## config.mk

```make
export PLATFORM = sky130hd
export DESIGN_NAME = annexb_parameter_set_extractor
export DESIGN_NICKNAME = d
export VERILOG_FILES = /design/src/hw/rtl/apse_pkg.sv /design/src/hw/rtl/apse_ram.sv /design/src/hw/rtl/apse_scan.sv /design/src/hw/rtl/annexb_parameter_set_extractor.sv
export VERILOG_INCLUDE_DIRS = /design/src /design/src/hw/rtl
export SDC_FILE = /design/constraint.sdc
export NUM_CORES = 2
export LEC_CHECK = 0
export BUFFER_PORTS_ARGS = -buffer_cell sky130_fd_sc_hd__buf_2
export CAP_MARGIN = 20
export CELL_PAD_IN_SITES_DETAIL_PLACEMENT = 1
export CELL_PAD_IN_SITES_GLOBAL_PLACEMENT = 2
export CORE_ASPECT_RATIO = 0.75
export CORE_MARGIN = 4
export CORE_UTILIZATION = 38
export CTS_CLUSTER_DIAMETER = 60
export DETAILED_ROUTE_END_ITERATION = 8
export HOLD_SLACK_MARGIN = 0.12
export MAX_ROUTING_LAYER = met4
export PLACE_DENSITY = 0.74
export RECOVER_POWER = 25
export SLEW_MARGIN = 40
export SYNTH_ARGS = -nofsm -noshare
export SYNTH_HDL_FRONTEND = slang
export SYNTH_SLANG_ARGS = --single-unit
```

## constraint.sdc

```tcl
create_clock -name clock -period 8.2 [get_ports clock]
set_clock_uncertainty 0.1 [all_clocks]
set_input_delay 1.64 -clock clock [delete_from_list [all_inputs] [get_ports clock]]
set_output_delay 1.64 -clock clock [all_outputs]
set_load 0.01 [all_outputs]
```

## src/hw/rtl/annexb_parameter_set_extractor_defines.svh

```systemverilog
// Assertion macros shared by the parameter set extractor RTL
`ifndef ANNEXB_PARAMETER_SET_EXTRACTOR_DEFINES_SVH
`define ANNEXB_PARAMETER_SET_EXTRACTOR_DEFINES_SVH

// same-cycle implication
`define APSE_ASSERT_NOW(label, clk, rst, cond, expr, msg) \
   label: assert property (@(posedge clk) disable iff (rst) (cond) |-> (expr)) \
      else $error(msg);

// next-cycle implication
`define APSE_ASSERT_NEXT(label, clk, rst, cond, expr, msg) \
   label: assert property (@(posedge clk) disable iff (rst) (cond) |=> (expr)) \
      else $error(msg);

`endif

```

## src/hw/rtl/apse_pkg.sv

```systemverilog
// Package: constants, codes and shared types of the parameter set extractor
`timescale 1ns / 1ps

package apse_pkg;

   localparam int MAX_SET_BYTES = 64;
   localparam int POS_W         = $clog2(MAX_SET_BYTES);
   localparam int COUNT_CAP     = MAX_SET_BYTES + 8;
   localparam int CNT_W         = $clog2(COUNT_CAP + 1);
   localparam int LEN_W         = $clog2(MAX_SET_BYTES + 1);
   localparam int IDX_W         = 6;
   localparam int SET_LEN_W     = 7;
   localparam int CMP_W         = ((LEN_W > IDX_W) ? LEN_W : IDX_W) + 1;
   localparam int RAM_DEPTH     = 4 * MAX_SET_BYTES;
   localparam int RAM_AW        = POS_W + 2;
   localparam int HDR_POS       = 4;

   localparam int CSR_AW = 3;
   localparam int CSR_DW = 32;
   localparam logic REG_REQUIRE_LEADING = 1'b0;

   localparam logic [31:0] START_CODE    = 32'h0000_0001;
   localparam logic [7:0]  NAL_TYPE_MASK = 8'h1f;
   localparam logic [7:0]  NAL_SPS       = 8'd7;
   localparam logic [7:0]  NAL_PPS       = 8'd8;

   localparam logic [1:0] KIND_NONE = 2'd0;
   localparam logic [1:0] KIND_SPS  = 2'd1;
   localparam logic [1:0] KIND_PPS  = 2'd2;

   localparam logic REQ_STREAM = 1'b0;
   localparam logic REQ_READ   = 1'b1;

   localparam logic RESULT_REPORT = 1'b0;
   localparam logic RESULT_READ   = 1'b1;

   localparam logic [1:0] SRC_ZERO = 2'd0;
   localparam logic [1:0] SRC_ONE  = 2'd1;
   localparam logic [1:0] SRC_RAM  = 2'd2;

   typedef struct packed {
      logic              en;
      logic [RAM_AW-1:0] addr;
      logic [7:0]        data;
   } wr_type;

   typedef struct packed {
      logic accepted;
      logic sps_updated;
      logic pps_updated;
   } rpt_type;

   typedef struct packed {
      logic [LEN_W-1:0] sps_len;
      logic [LEN_W-1:0] pps_len;
      logic             sps_bank;
      logic             pps_bank;
   } store_type;

   typedef struct packed {
      logic                 result_kind;
      logic [7:0]           read_byte;
      logic [SET_LEN_W-1:0] set_length;
      logic                 frame_accepted;
      logic                 sps_updated;
      logic                 pps_updated;
   } res_type;

endpackage

```

## src/hw/rtl/apse_ram.sv

```systemverilog
// Generic simple dual-port RAM with registered read
`timescale 1ns / 1ps

module apse_ram #(
   parameter int WIDTH = 8,
   parameter int DEPTH = 256
) (
   input  logic                     clock,
   input  logic                     we,
   input  logic [$clog2(DEPTH)-1:0] waddr,
   input  logic [WIDTH-1:0]         wdata,
   input  logic                     re,
   input  logic [$clog2(DEPTH)-1:0] raddr,
   output logic [WIDTH-1:0]         rdata
);

   logic [WIDTH-1:0] mem_ff [DEPTH];
   logic [WIDTH-1:0] rdata_ff;

   always_ff @(posedge clock) begin
      if (we) begin
         mem_ff[waddr] <= wdata;
      end
      if (re) begin
         rdata_ff <= mem_ff[raddr];
      end
   end

   assign rdata = rdata_ff;

endmodule

```

## src/hw/rtl/apse_scan.sv

```systemverilog
// Start code scanner, unit capture and frame-end commit of stored parameter sets
`timescale 1ns / 1ps

module apse_scan (
   input  logic                clock,
   input  logic                reset,
   input  logic                byte_valid,
   input  logic [7:0]          data_byte,
   input  logic                last_of_frame,
   input  logic                require_leading,
   output apse_pkg::wr_type    wr,
   output apse_pkg::rpt_type   rpt,
   output apse_pkg::store_type store
);

   logic [31:0]                    recent_ff, recent_in;
   logic [2:0]                     pos_ff, pos_in;
   logic                           ok_ff, ok_in;
   logic [1:0]                     kind_ff, kind_in;
   logic [apse_pkg::CNT_W-1:0]     cnt_ff, cnt_in;
   logic [apse_pkg::LEN_W-1:0]     plen_sps_ff, plen_sps_in;
   logic [apse_pkg::LEN_W-1:0]     plen_pps_ff, plen_pps_in;
   logic                           povf_sps_ff, povf_sps_in;
   logic                           povf_pps_ff, povf_pps_in;
   apse_pkg::store_type            store_ff, store_in;

   always_comb begin
      logic [31:0]                window;
      logic [7:0]                 nal;
      logic [apse_pkg::CNT_W-1:0] cnt_next;
      logic [1:0]                 wr_kind;
      logic [apse_pkg::CNT_W-1:0] wr_pos;
      logic                       wr_bank;
      logic                       close_en;
      logic [1:0]                 close_kind;
      logic [apse_pkg::CNT_W-1:0] close_len;
      logic                       over;
      logic [apse_pkg::LEN_W-1:0] kept;
      logic                       accepted;

      recent_in   = recent_ff;
      pos_in      = pos_ff;
      ok_in       = ok_ff;
      kind_in     = kind_ff;
      cnt_in      = cnt_ff;
      plen_sps_in = plen_sps_ff;
      plen_pps_in = plen_pps_ff;
      povf_sps_in = povf_sps_ff;
      povf_pps_in = povf_pps_ff;
      store_in    = store_ff;
      window      = {recent_ff[23:0], data_byte};
      nal         = data_byte & apse_pkg::NAL_TYPE_MASK;
      cnt_next    = cnt_ff;
      wr_kind     = apse_pkg::KIND_NONE;
      wr_pos      = '0;
      wr_bank     = 1'b0;
      close_en    = 1'b0;
      close_kind  = apse_pkg::KIND_NONE;
      close_len   = '0;
      over        = 1'b0;
      kept        = '0;
      accepted    = 1'b0;
      wr          = '0;
      rpt         = '0;

      if (byte_valid) begin
         recent_in = window;
         if (pos_ff == 3'd3 && window == apse_pkg::START_CODE) begin
            ok_in = 1'b1;
         end
         if (pos_ff < 3'd4) begin
            pos_in = pos_ff + 3'd1;
         end

         if (recent_ff == apse_pkg::START_CODE &&
             (nal == apse_pkg::NAL_SPS || nal == apse_pkg::NAL_PPS)) begin
            kind_in = (nal == apse_pkg::NAL_SPS) ? apse_pkg::KIND_SPS : apse_pkg::KIND_PPS;
            wr_kind = kind_in;
            wr_pos  = apse_pkg::CNT_W'(apse_pkg::HDR_POS);
            cnt_in  = apse_pkg::CNT_W'(apse_pkg::HDR_POS + 1);
         end else if (kind_ff != apse_pkg::KIND_NONE) begin
            wr_kind = kind_ff;
            wr_pos  = cnt_ff;
            if (cnt_ff < apse_pkg::CNT_W'(apse_pkg::COUNT_CAP)) begin
               cnt_next = cnt_ff + apse_pkg::CNT_W'(1);
            end
            cnt_in = cnt_next;
            if (window == apse_pkg::START_CODE && cnt_next >= apse_pkg::CNT_W'(4)) begin
               close_en   = 1'b1;
               close_kind = kind_ff;
               close_len  = cnt_next - apse_pkg::CNT_W'(4);
            end
         end

         if (!close_en && last_of_frame && kind_in != apse_pkg::KIND_NONE) begin
            close_en   = 1'b1;
            close_kind = kind_in;
            close_len  = cnt_in;
         end

         wr_bank = (wr_kind == apse_pkg::KIND_PPS) ? ~store_ff.pps_bank : ~store_ff.sps_bank;
         wr.en   = (wr_kind != apse_pkg::KIND_NONE) &&
                   (wr_pos < apse_pkg::CNT_W'(apse_pkg::MAX_SET_BYTES));
         wr.addr = {wr_kind == apse_pkg::KIND_PPS, wr_bank, apse_pkg::POS_W'(wr_pos)};
         wr.data = data_byte;

         if (close_en) begin
            over = close_len > apse_pkg::CNT_W'(apse_pkg::MAX_SET_BYTES);
            kept = over ? '0 : apse_pkg::LEN_W'(close_len);
            if (close_kind == apse_pkg::KIND_SPS) begin
               plen_sps_in = kept;
               povf_sps_in = over;
            end else if (close_kind == apse_pkg::KIND_PPS) begin
               plen_pps_in = kept;
               povf_pps_in = over;
            end
            kind_in = apse_pkg::KIND_NONE;
            cnt_in  = '0;
         end

         if (last_of_frame) begin
            accepted        = !require_leading || ok_in;
            rpt.accepted    = accepted;
            rpt.sps_updated = accepted && !povf_sps_in && plen_sps_in != '0;
            rpt.pps_updated = accepted && !povf_pps_in && plen_pps_in != '0;
            if (rpt.sps_updated) begin
               store_in.sps_len  = plen_sps_in;
               store_in.sps_bank = ~store_ff.sps_bank;
            end
            if (rpt.pps_updated) begin
               store_in.pps_len  = plen_pps_in;
               store_in.pps_bank = ~store_ff.pps_bank;
            end
            recent_in   = '1;
            pos_in      = '0;
            ok_in       = 1'b0;
            kind_in     = apse_pkg::KIND_NONE;
            cnt_in      = '0;
            plen_sps_in = '0;
            plen_pps_in = '0;
            povf_sps_in = 1'b0;
            povf_pps_in = 1'b0;
         end
      end
   end

   always_ff @(posedge clock) begin
      if (reset) begin
         recent_ff   <= '1;
         pos_ff      <= '0;
         ok_ff       <= 1'b0;
         kind_ff     <= apse_pkg::KIND_NONE;
         cnt_ff      <= '0;
         plen_sps_ff <= '0;
         plen_pps_ff <= '0;
         povf_sps_ff <= 1'b0;
         povf_pps_ff <= 1'b0;
         store_ff    <= '0;
      end else begin
         recent_ff   <= recent_in;
         pos_ff      <= pos_in;
         ok_ff       <= ok_in;
         kind_ff     <= kind_in;
         cnt_ff      <= cnt_in;
         plen_sps_ff <= plen_sps_in;
         plen_pps_ff <= plen_pps_in;
         povf_sps_ff <= povf_sps_in;
         povf_pps_ff <= povf_pps_in;
         store_ff    <= store_in;
      end
   end

   assign store = store_ff;

endmodule

```

## src/hw/rtl/annexb_parameter_set_extractor.sv

```systemverilog
// Top level: request handling, parameter set memory, read path and result stages
//
// Usage:
//   req channel (valid/ready) carries one transaction per byte of an Annex-B
//   frame (req_type 0, req_last_of_frame on the final byte) or a read of a
//   stored parameter set byte (req_type 1, req_set_select, req_read_index).
//   rsp channel (valid/ready) returns an end-of-frame report for every last
//   byte and a read reply for every read; other stream bytes give nothing.
//   Stored sets live in one 256 x 8 RAM, banked by set type and by committed
//   versus pending copy; a frame-end commit flips the bank, so no copy runs.
//   A result is held in the stage register, which the registered RAM read
//   feeds, and then in the output register that drives rsp_valid.
//   Throughput: one transaction per cycle while req_ready is high, limited
//   by the single RAM write port and the single read port.
//   The APB port holds require_leading_start at address 0 (reset 1).
//   Reset clears scan state and stored lengths; no memory clearing is needed.
//   When rsp_ready is low, one result waits in the output register and one
//   more in the stage behind it; req_ready drops only when both are full.
`timescale 1ns / 1ps
`include "annexb_parameter_set_extractor_defines.svh"

module annexb_parameter_set_extractor (
   input  logic                         clock,
   input  logic                         reset,
   input  logic                         req_valid,
   output logic                         req_ready,
   input  logic                         req_type,
   input  logic [7:0]                   req_data_byte,
   input  logic                         req_last_of_frame,
   input  logic                         req_set_select,
   input  logic [apse_pkg::IDX_W-1:0]   req_read_index,
   output logic                         rsp_valid,
   input  logic                         rsp_ready,
   output logic                         rsp_result_kind,
   output logic [7:0]                   rsp_read_byte,
   output logic [apse_pkg::SET_LEN_W-1:0] rsp_set_length,
   output logic                         rsp_frame_accepted,
   output logic                         rsp_sps_updated,
   output logic                         rsp_pps_updated,
   input  logic                         psel,
   input  logic                         penable,
   input  logic                         pwrite,
   input  logic [apse_pkg::CSR_AW-1:0]  paddr,
   input  logic [apse_pkg::CSR_DW-1:0]  pwdata,
   output logic [apse_pkg::CSR_DW-1:0]  prdata,
   output logic                         pready
);

   logic                   require_ff, require_in;
   logic                   acc;
   logic                   stream_acc;
   logic                   read_acc;
   logic                   out_free;
   logic                   s1_adv;
   logic                   s1_valid_ff, s1_valid_in;
   apse_pkg::res_type      s1_ff, s1_in;
   logic [1:0]             s1_src_ff, s1_src_in;
   logic                   out_valid_ff, out_valid_in;
   apse_pkg::res_type      out_ff, out_in;
   apse_pkg::wr_type       wr;
   apse_pkg::rpt_type      rpt;
   apse_pkg::store_type    store;
   logic [apse_pkg::RAM_AW-1:0] raddr;
   logic [7:0]             rdata;
   logic [apse_pkg::LEN_W-1:0]  sel_len;
   logic [apse_pkg::CMP_W-1:0]  idx_cmp;
   logic                   csr_hit;

   assign csr_hit    = paddr[apse_pkg::CSR_AW-1:2] == apse_pkg::REG_REQUIRE_LEADING;
   assign pready     = 1'b1;
   assign require_in = (psel && penable && pwrite && pready && csr_hit) ? pwdata[0] : require_ff;
   assign prdata     = csr_hit ? apse_pkg::CSR_DW'(require_ff) : '0;

   assign out_free   = !out_valid_ff || rsp_ready;
   assign s1_adv     = s1_valid_ff && out_free;
   assign req_ready  = !s1_valid_ff || out_free;
   assign acc        = req_valid && req_ready;
   assign stream_acc = acc && req_type == apse_pkg::REQ_STREAM;
   assign read_acc   = acc && req_type == apse_pkg::REQ_READ;

   apse_scan u_scan (
      .clock           (clock),
      .reset           (reset),
      .byte_valid      (stream_acc),
      .data_byte       (req_data_byte),
      .last_of_frame   (req_last_of_frame),
      .require_leading (require_ff),
      .wr              (wr),
      .rpt             (rpt),
      .store           (store)
   );

   assign sel_len = req_set_select ? store.pps_len : store.sps_len;
   assign idx_cmp = apse_pkg::CMP_W'(req_read_index);
   assign raddr   = {req_set_select,
                     req_set_select ? store.pps_bank : store.sps_bank,
                     apse_pkg::POS_W'(req_read_index)};

   apse_ram #(
      .WIDTH (8),
      .DEPTH (apse_pkg::RAM_DEPTH)
   ) u_ram (
      .clock (clock),
      .we    (wr.en),
      .waddr (wr.addr),
      .wdata (wr.data),
      .re    (read_acc),
      .raddr (raddr),
      .rdata (rdata)
   );

   always_comb begin
      s1_in     = s1_ff;
      s1_src_in = s1_src_ff;
      if (read_acc) begin
         s1_in.result_kind    = apse_pkg::RESULT_READ;
         s1_in.read_byte      = '0;
         s1_in.set_length     = apse_pkg::SET_LEN_W'(sel_len);
         s1_in.frame_accepted = 1'b0;
         s1_in.sps_updated    = 1'b0;
         s1_in.pps_updated    = 1'b0;
         if (idx_cmp < apse_pkg::CMP_W'(sel_len) &&
             idx_cmp < apse_pkg::CMP_W'(apse_pkg::MAX_SET_BYTES)) begin
            if (idx_cmp < apse_pkg::CMP_W'(apse_pkg::HDR_POS)) begin
               s1_src_in = (idx_cmp == apse_pkg::CMP_W'(apse_pkg::HDR_POS - 1)) ?
                           apse_pkg::SRC_ONE : apse_pkg::SRC_ZERO;
            end else begin
               s1_src_in = apse_pkg::SRC_RAM;
            end
         end else begin
            s1_src_in = apse_pkg::SRC_ZERO;
         end
      end else if (stream_acc) begin
         s1_in.result_kind    = apse_pkg::RESULT_REPORT;
         s1_in.read_byte      = '0;
         s1_in.set_length     = '0;
         s1_in.frame_accepted = rpt.accepted;
         s1_in.sps_updated    = rpt.sps_updated;
         s1_in.pps_updated    = rpt.pps_updated;
         s1_src_in            = apse_pkg::SRC_ZERO;
      end
   end

   assign s1_valid_in = acc ? (req_type == apse_pkg::REQ_READ || req_last_of_frame)
                            : (s1_valid_ff && !s1_adv);

   always_comb begin
      out_in = out_ff;
      if (s1_adv) begin
         out_in = s1_ff;
         case (s1_src_ff)
            apse_pkg::SRC_RAM: out_in.read_byte = rdata;
            apse_pkg::SRC_ONE: out_in.read_byte = 8'd1;
            default:           out_in.read_byte = 8'd0;
         endcase
      end
   end

   assign out_valid_in = s1_adv || (out_valid_ff && !rsp_ready);

   always_ff @(posedge clock) begin
      if (reset) begin
         require_ff   <= 1'b1;
         s1_valid_ff  <= 1'b0;
         out_valid_ff <= 1'b0;
      end else begin
         require_ff   <= require_in;
         s1_valid_ff  <= s1_valid_in;
         out_valid_ff <= out_valid_in;
      end
   end

   always_ff @(posedge clock) begin
      s1_ff     <= s1_in;
      s1_src_ff <= s1_src_in;
      out_ff    <= out_in;
   end

   assign rsp_valid          = out_valid_ff;
   assign rsp_result_kind    = out_ff.result_kind;
   assign rsp_read_byte      = out_ff.read_byte;
   assign rsp_set_length     = out_ff.set_length;
   assign rsp_frame_accepted = out_ff.frame_accepted;
   assign rsp_sps_updated    = out_ff.sps_updated;
   assign rsp_pps_updated    = out_ff.pps_updated;

   `APSE_ASSERT_NEXT(a_read_reply, clock, reset, read_acc, s1_valid_ff && s1_ff.result_kind == apse_pkg::RESULT_READ, "read transaction did not produce a reply")
   `APSE_ASSERT_NEXT(a_end_report, clock, reset, stream_acc && req_last_of_frame, s1_valid_ff && s1_ff.result_kind == apse_pkg::RESULT_REPORT, "frame end did not produce a report")
   `APSE_ASSERT_NEXT(a_no_result, clock, reset, stream_acc && !req_last_of_frame, !s1_valid_ff, "mid-frame byte produced a result")
   `APSE_ASSERT_NOW(a_full_stall, clock, reset, s1_valid_ff && out_valid_ff && !rsp_ready, !req_ready, "transaction accepted with both result stages full")

endmodule

```

==> reports/results.ini <==
[worst_setup_path]
cp-startpoint = req_read_index[1]
critical_path.startpoint_type = input pin
worstPathMaxFanout = 67
critPathBufInv = 2
r2r_setup_slack_ps = 2150
r2r.worst_path.cells = 7
reg2reg_from = rsp_valid
cp_slowest_cell = clkbuf_2
critical-path-max-stage-delay_ps = 1700
setup.worst_path.end = u_ram.rdata[0]
cp_num_cells = 8
worstPathCellList = clkbuf_2 > clkbuf_1 > mux4_2 > mux4_2 > mux4_2 > nor2b_1 > a211oi_1 > a31oi_1
cp-end-kind = flip-flop
critPathTopFamily = buffers and inverters
required_ps = 8540
critPathKind = input pin to flip-flop
r2r-end = u_ram.mem_ff[186][6]
crit_top_cell = mux4_2
crit_arrival_ps = 6970

[hold_path]
hp-class = flip-flop to flip-flop

[clock_tree]
clk_path_buf_depth = 4
cts-resized-gates = 0
h-tree-depth = 4
cts_made_buffers = 203
clk_pin_slew_ps = 60
cts-root-buf = clkbuf_16
worstSkewPairLatency_ps = 850
cts_tree = yes
postCtsSetupBuffers = 0
clock_sinks = 2168
ctsHoldBuffers = 0

[floorplanning]
die_h_um = 417.2
start_util_pct = 38.40
die-area_um2 = 230900
die_x_um = 553.6
io_pins = 113
rows = 149
core_um2 = 220900

[power]
power_frac_comb_pct = 4.1
p_seq_share_pct = 54.7
p_switching_mw = 4.589
powerDensity_nw_per_um2 = 232.2
p_int_mw = 17.55
clock_power_share_pct = 41.2
swShare_pct = 20.73
ir_drop_mv = 0.1670
power_leakage_nw = 32.25

[synth]
syn_area_per_cell_um2 = 21.71
synth_edf_count = 2084
syn_inst = 3907
synth_cell_types = 78
ys.flop_type = edfxtp_1
yosys_warnings = 0
synth_area_um2 = 84830
synth-seq-area-share_pct = 75.75
synthArstFlopShare_pct = 0
yosys_register_bits = 2168

[outcome]
status = finished with violations
violations = max-capacitance violations, max-slew violations

[timing]
finalCritPeriodShare_pct = 80.87
worstMarginPinSlew_ps = 2716
tns_ps = 0
drv_slew = 428
min_period_ps = 6631
rsz0062_at_grt = no
max_freq_ghz = 0.1508
holdWs_ps = 301.3
hold_viol = 0
setup_viol = 0
slew_headroom_pct = -81.07

[layout]
nets = 4093
drive_gt1_share_pct = 27.96
final_area_um2 = 95350
fillers = 20370
final_util_pct = 43.16
area_delta_synth_final_pct = 12.40

[grt]
track_usage_pct = 19.10
grt_pass1_wl_mm = 313.1
antenna_found_initial = 19
grt_max_degree = 185
grt-ovfl-total = 0
grt_pass1_vias = 41370

[drt]
drcViolationCount = 0
wl_per_cell_um = 30.37
dr.pass1.iters = 5
ant_nets = 0
drt_wl_total_mm = 216.5
via_per_inst = 5.754
vias = 41020
drt_iter0_drc = 5351

[place]
post-dp-hpwl_mm = 129.9
detailed_place.area_um2 = 88880
place_congestion = 0.7910
port_buffers = 47

[run]
maxCapViolCount = 12

through the flow:
step	total power, mW	instances	worst slack, ps
3_5_place_dp	13.26	6758	1614
6_report	22.14	7129	1569
4_1_cts	22.30	7117	2520
3_3_place_gp	13.23	6750	1717
2_1_floorplan	12.95	3937	1374
5_1_grt	22.86	7123	1181
area by class of cell:
type | instances | area [um^2] | area share (%)
flip-flops and latches | 2168 | 64260 | 67.40
multi-input cells | 1495 | 19750 | 20.72
clock buffers | 257 | 5436 | 5.701
well taps | 2944 | 3684 | 3.863
repair buffers | 139 | 1301 | 1.365
clock inverters | 102 | 832.0 | 0.8726
inverters | 17 | 63.81 | 0.06692
diodes | 7 | 17.52 | 0.01837
power by group through the flow:
stage,sequential (mW),clock [mW],combinational [mW]
final,12.1,9.13,0.901
after global routing,12.1,9.80,0.955
after CTS,12.1,9.28,0.911
after detailed placement,12.4,0,0.910
after global placement,12.4,0,0.884
after floorplan,12.4,0,0.570
cells in the mapped netlist, types with 5 or more instances:
cell type | count | area (um^2)
nand4b_1 | 5 | 43.79
ha_1 | 10 | 125.1
a21oi_1 | 30 | 150.1
edfxtp_1 | 2084 | 62580
a22oi_1 | 16 | 120.1
o21ai_0 | 27 | 135.1
buf_4 | 34 | 255.2
buf_2 | 56 | 280.3
nand3_1 | 38 | 190.2
or3_1 | 5 | 31.28
and2_1 | 22 | 137.6
nor2_1 | 323 | 1212
o21a_1 | 6 | 45.04
a21o_1 | 11 | 82.58
clkbuf_1 | 143 | 536.8
nand4_1 | 8 | 50.05
a211oi_1 | 16 | 120.1
nand2b_1 | 6 | 37.54
nor4_1 | 17 | 106.4
buf_1 | 22 | 82.58
mux4_2 | 671 | 15110
inv_1 | 16 | 60.06
dfxtp_1 | 84 | 1682
nand2_1 | 109 | 409.1
mux2i_1 | 19 | 190.2
nor2b_1 | 10 | 62.56
nand3b_1 | 10 | 75.07
mux2_2 | 10 | 112.6
nor3_1 | 13 | 65.06
flip-flops by register name (all words and copies together) (netlist names), 2 cells and up:
name,flops
s1_src_ff,2
u_scan.recent_ff,32
rsp_set_length,7
rsp_read_byte,8
u_scan.plen_sps_ff,7
u_scan.plen_pps_ff,7
u_scan.store,16
u_scan.cnt_ff,7
s1_ff,11
u_scan.pos_ff,3
u_scan.kind_ff,2
u_ram.mem_ff,2048
u_ram.rdata,8
cells in the final DEF, fill, tap and decap left out, drive strengths merged, types with 16 or more instances in the layout:
cell,count
a22oi,16
nand3,38
dfxtp,84
clkbuf,288
edfxtp,2084
conb,32
clkinv,82
and2,22
buf,108
nor2,323
mux4,671
a21oi,30
nand2,110
mux2i,20
a211oi,19
nor4,17
inv,18
o21ai,30
metal layers:
layer | share of wire [%] | GRT usage (%)
met4 | 1.8 | 3.394
met3 | 8.6 | 3.703
met1 | 44 | 28.55
met2 | 46 | 27.66
met5 | 0 | -
worst min-delay path by stage:
stage	from	end	depth (start not counted)	slack [ps]
after floorplan	s1_ff[3]	rsp_set_length[0]	0	300
after global placement	s1_ff[4]	rsp_set_length[1]	0	300
after detailed placement	s1_ff[4]	rsp_set_length[1]	0	310
after CTS	s1_ff[9]	rsp_set_length[6]	0	300
after global routing	s1_ff[9]	rsp_set_length[6]	0	320
final	s1_ff[9]	rsp_set_length[6]	0	300
kinds of logic after synthesis:
group                      count (synthesis)  share of synthesized area (%)
other                                      2                       0.008853
DFF                                     2168                          75.75
buffers and inverters                    274                          1.456
xor gates and xnor gates                   4                        0.04131
adders and majority gates                 10                         0.1475
and+or+nand+nor                          585                          3.038
muxes                                    705                          18.24
AOI/OAI and AO/OA                        159                          1.313
Power figures use the tool's default switching activity.
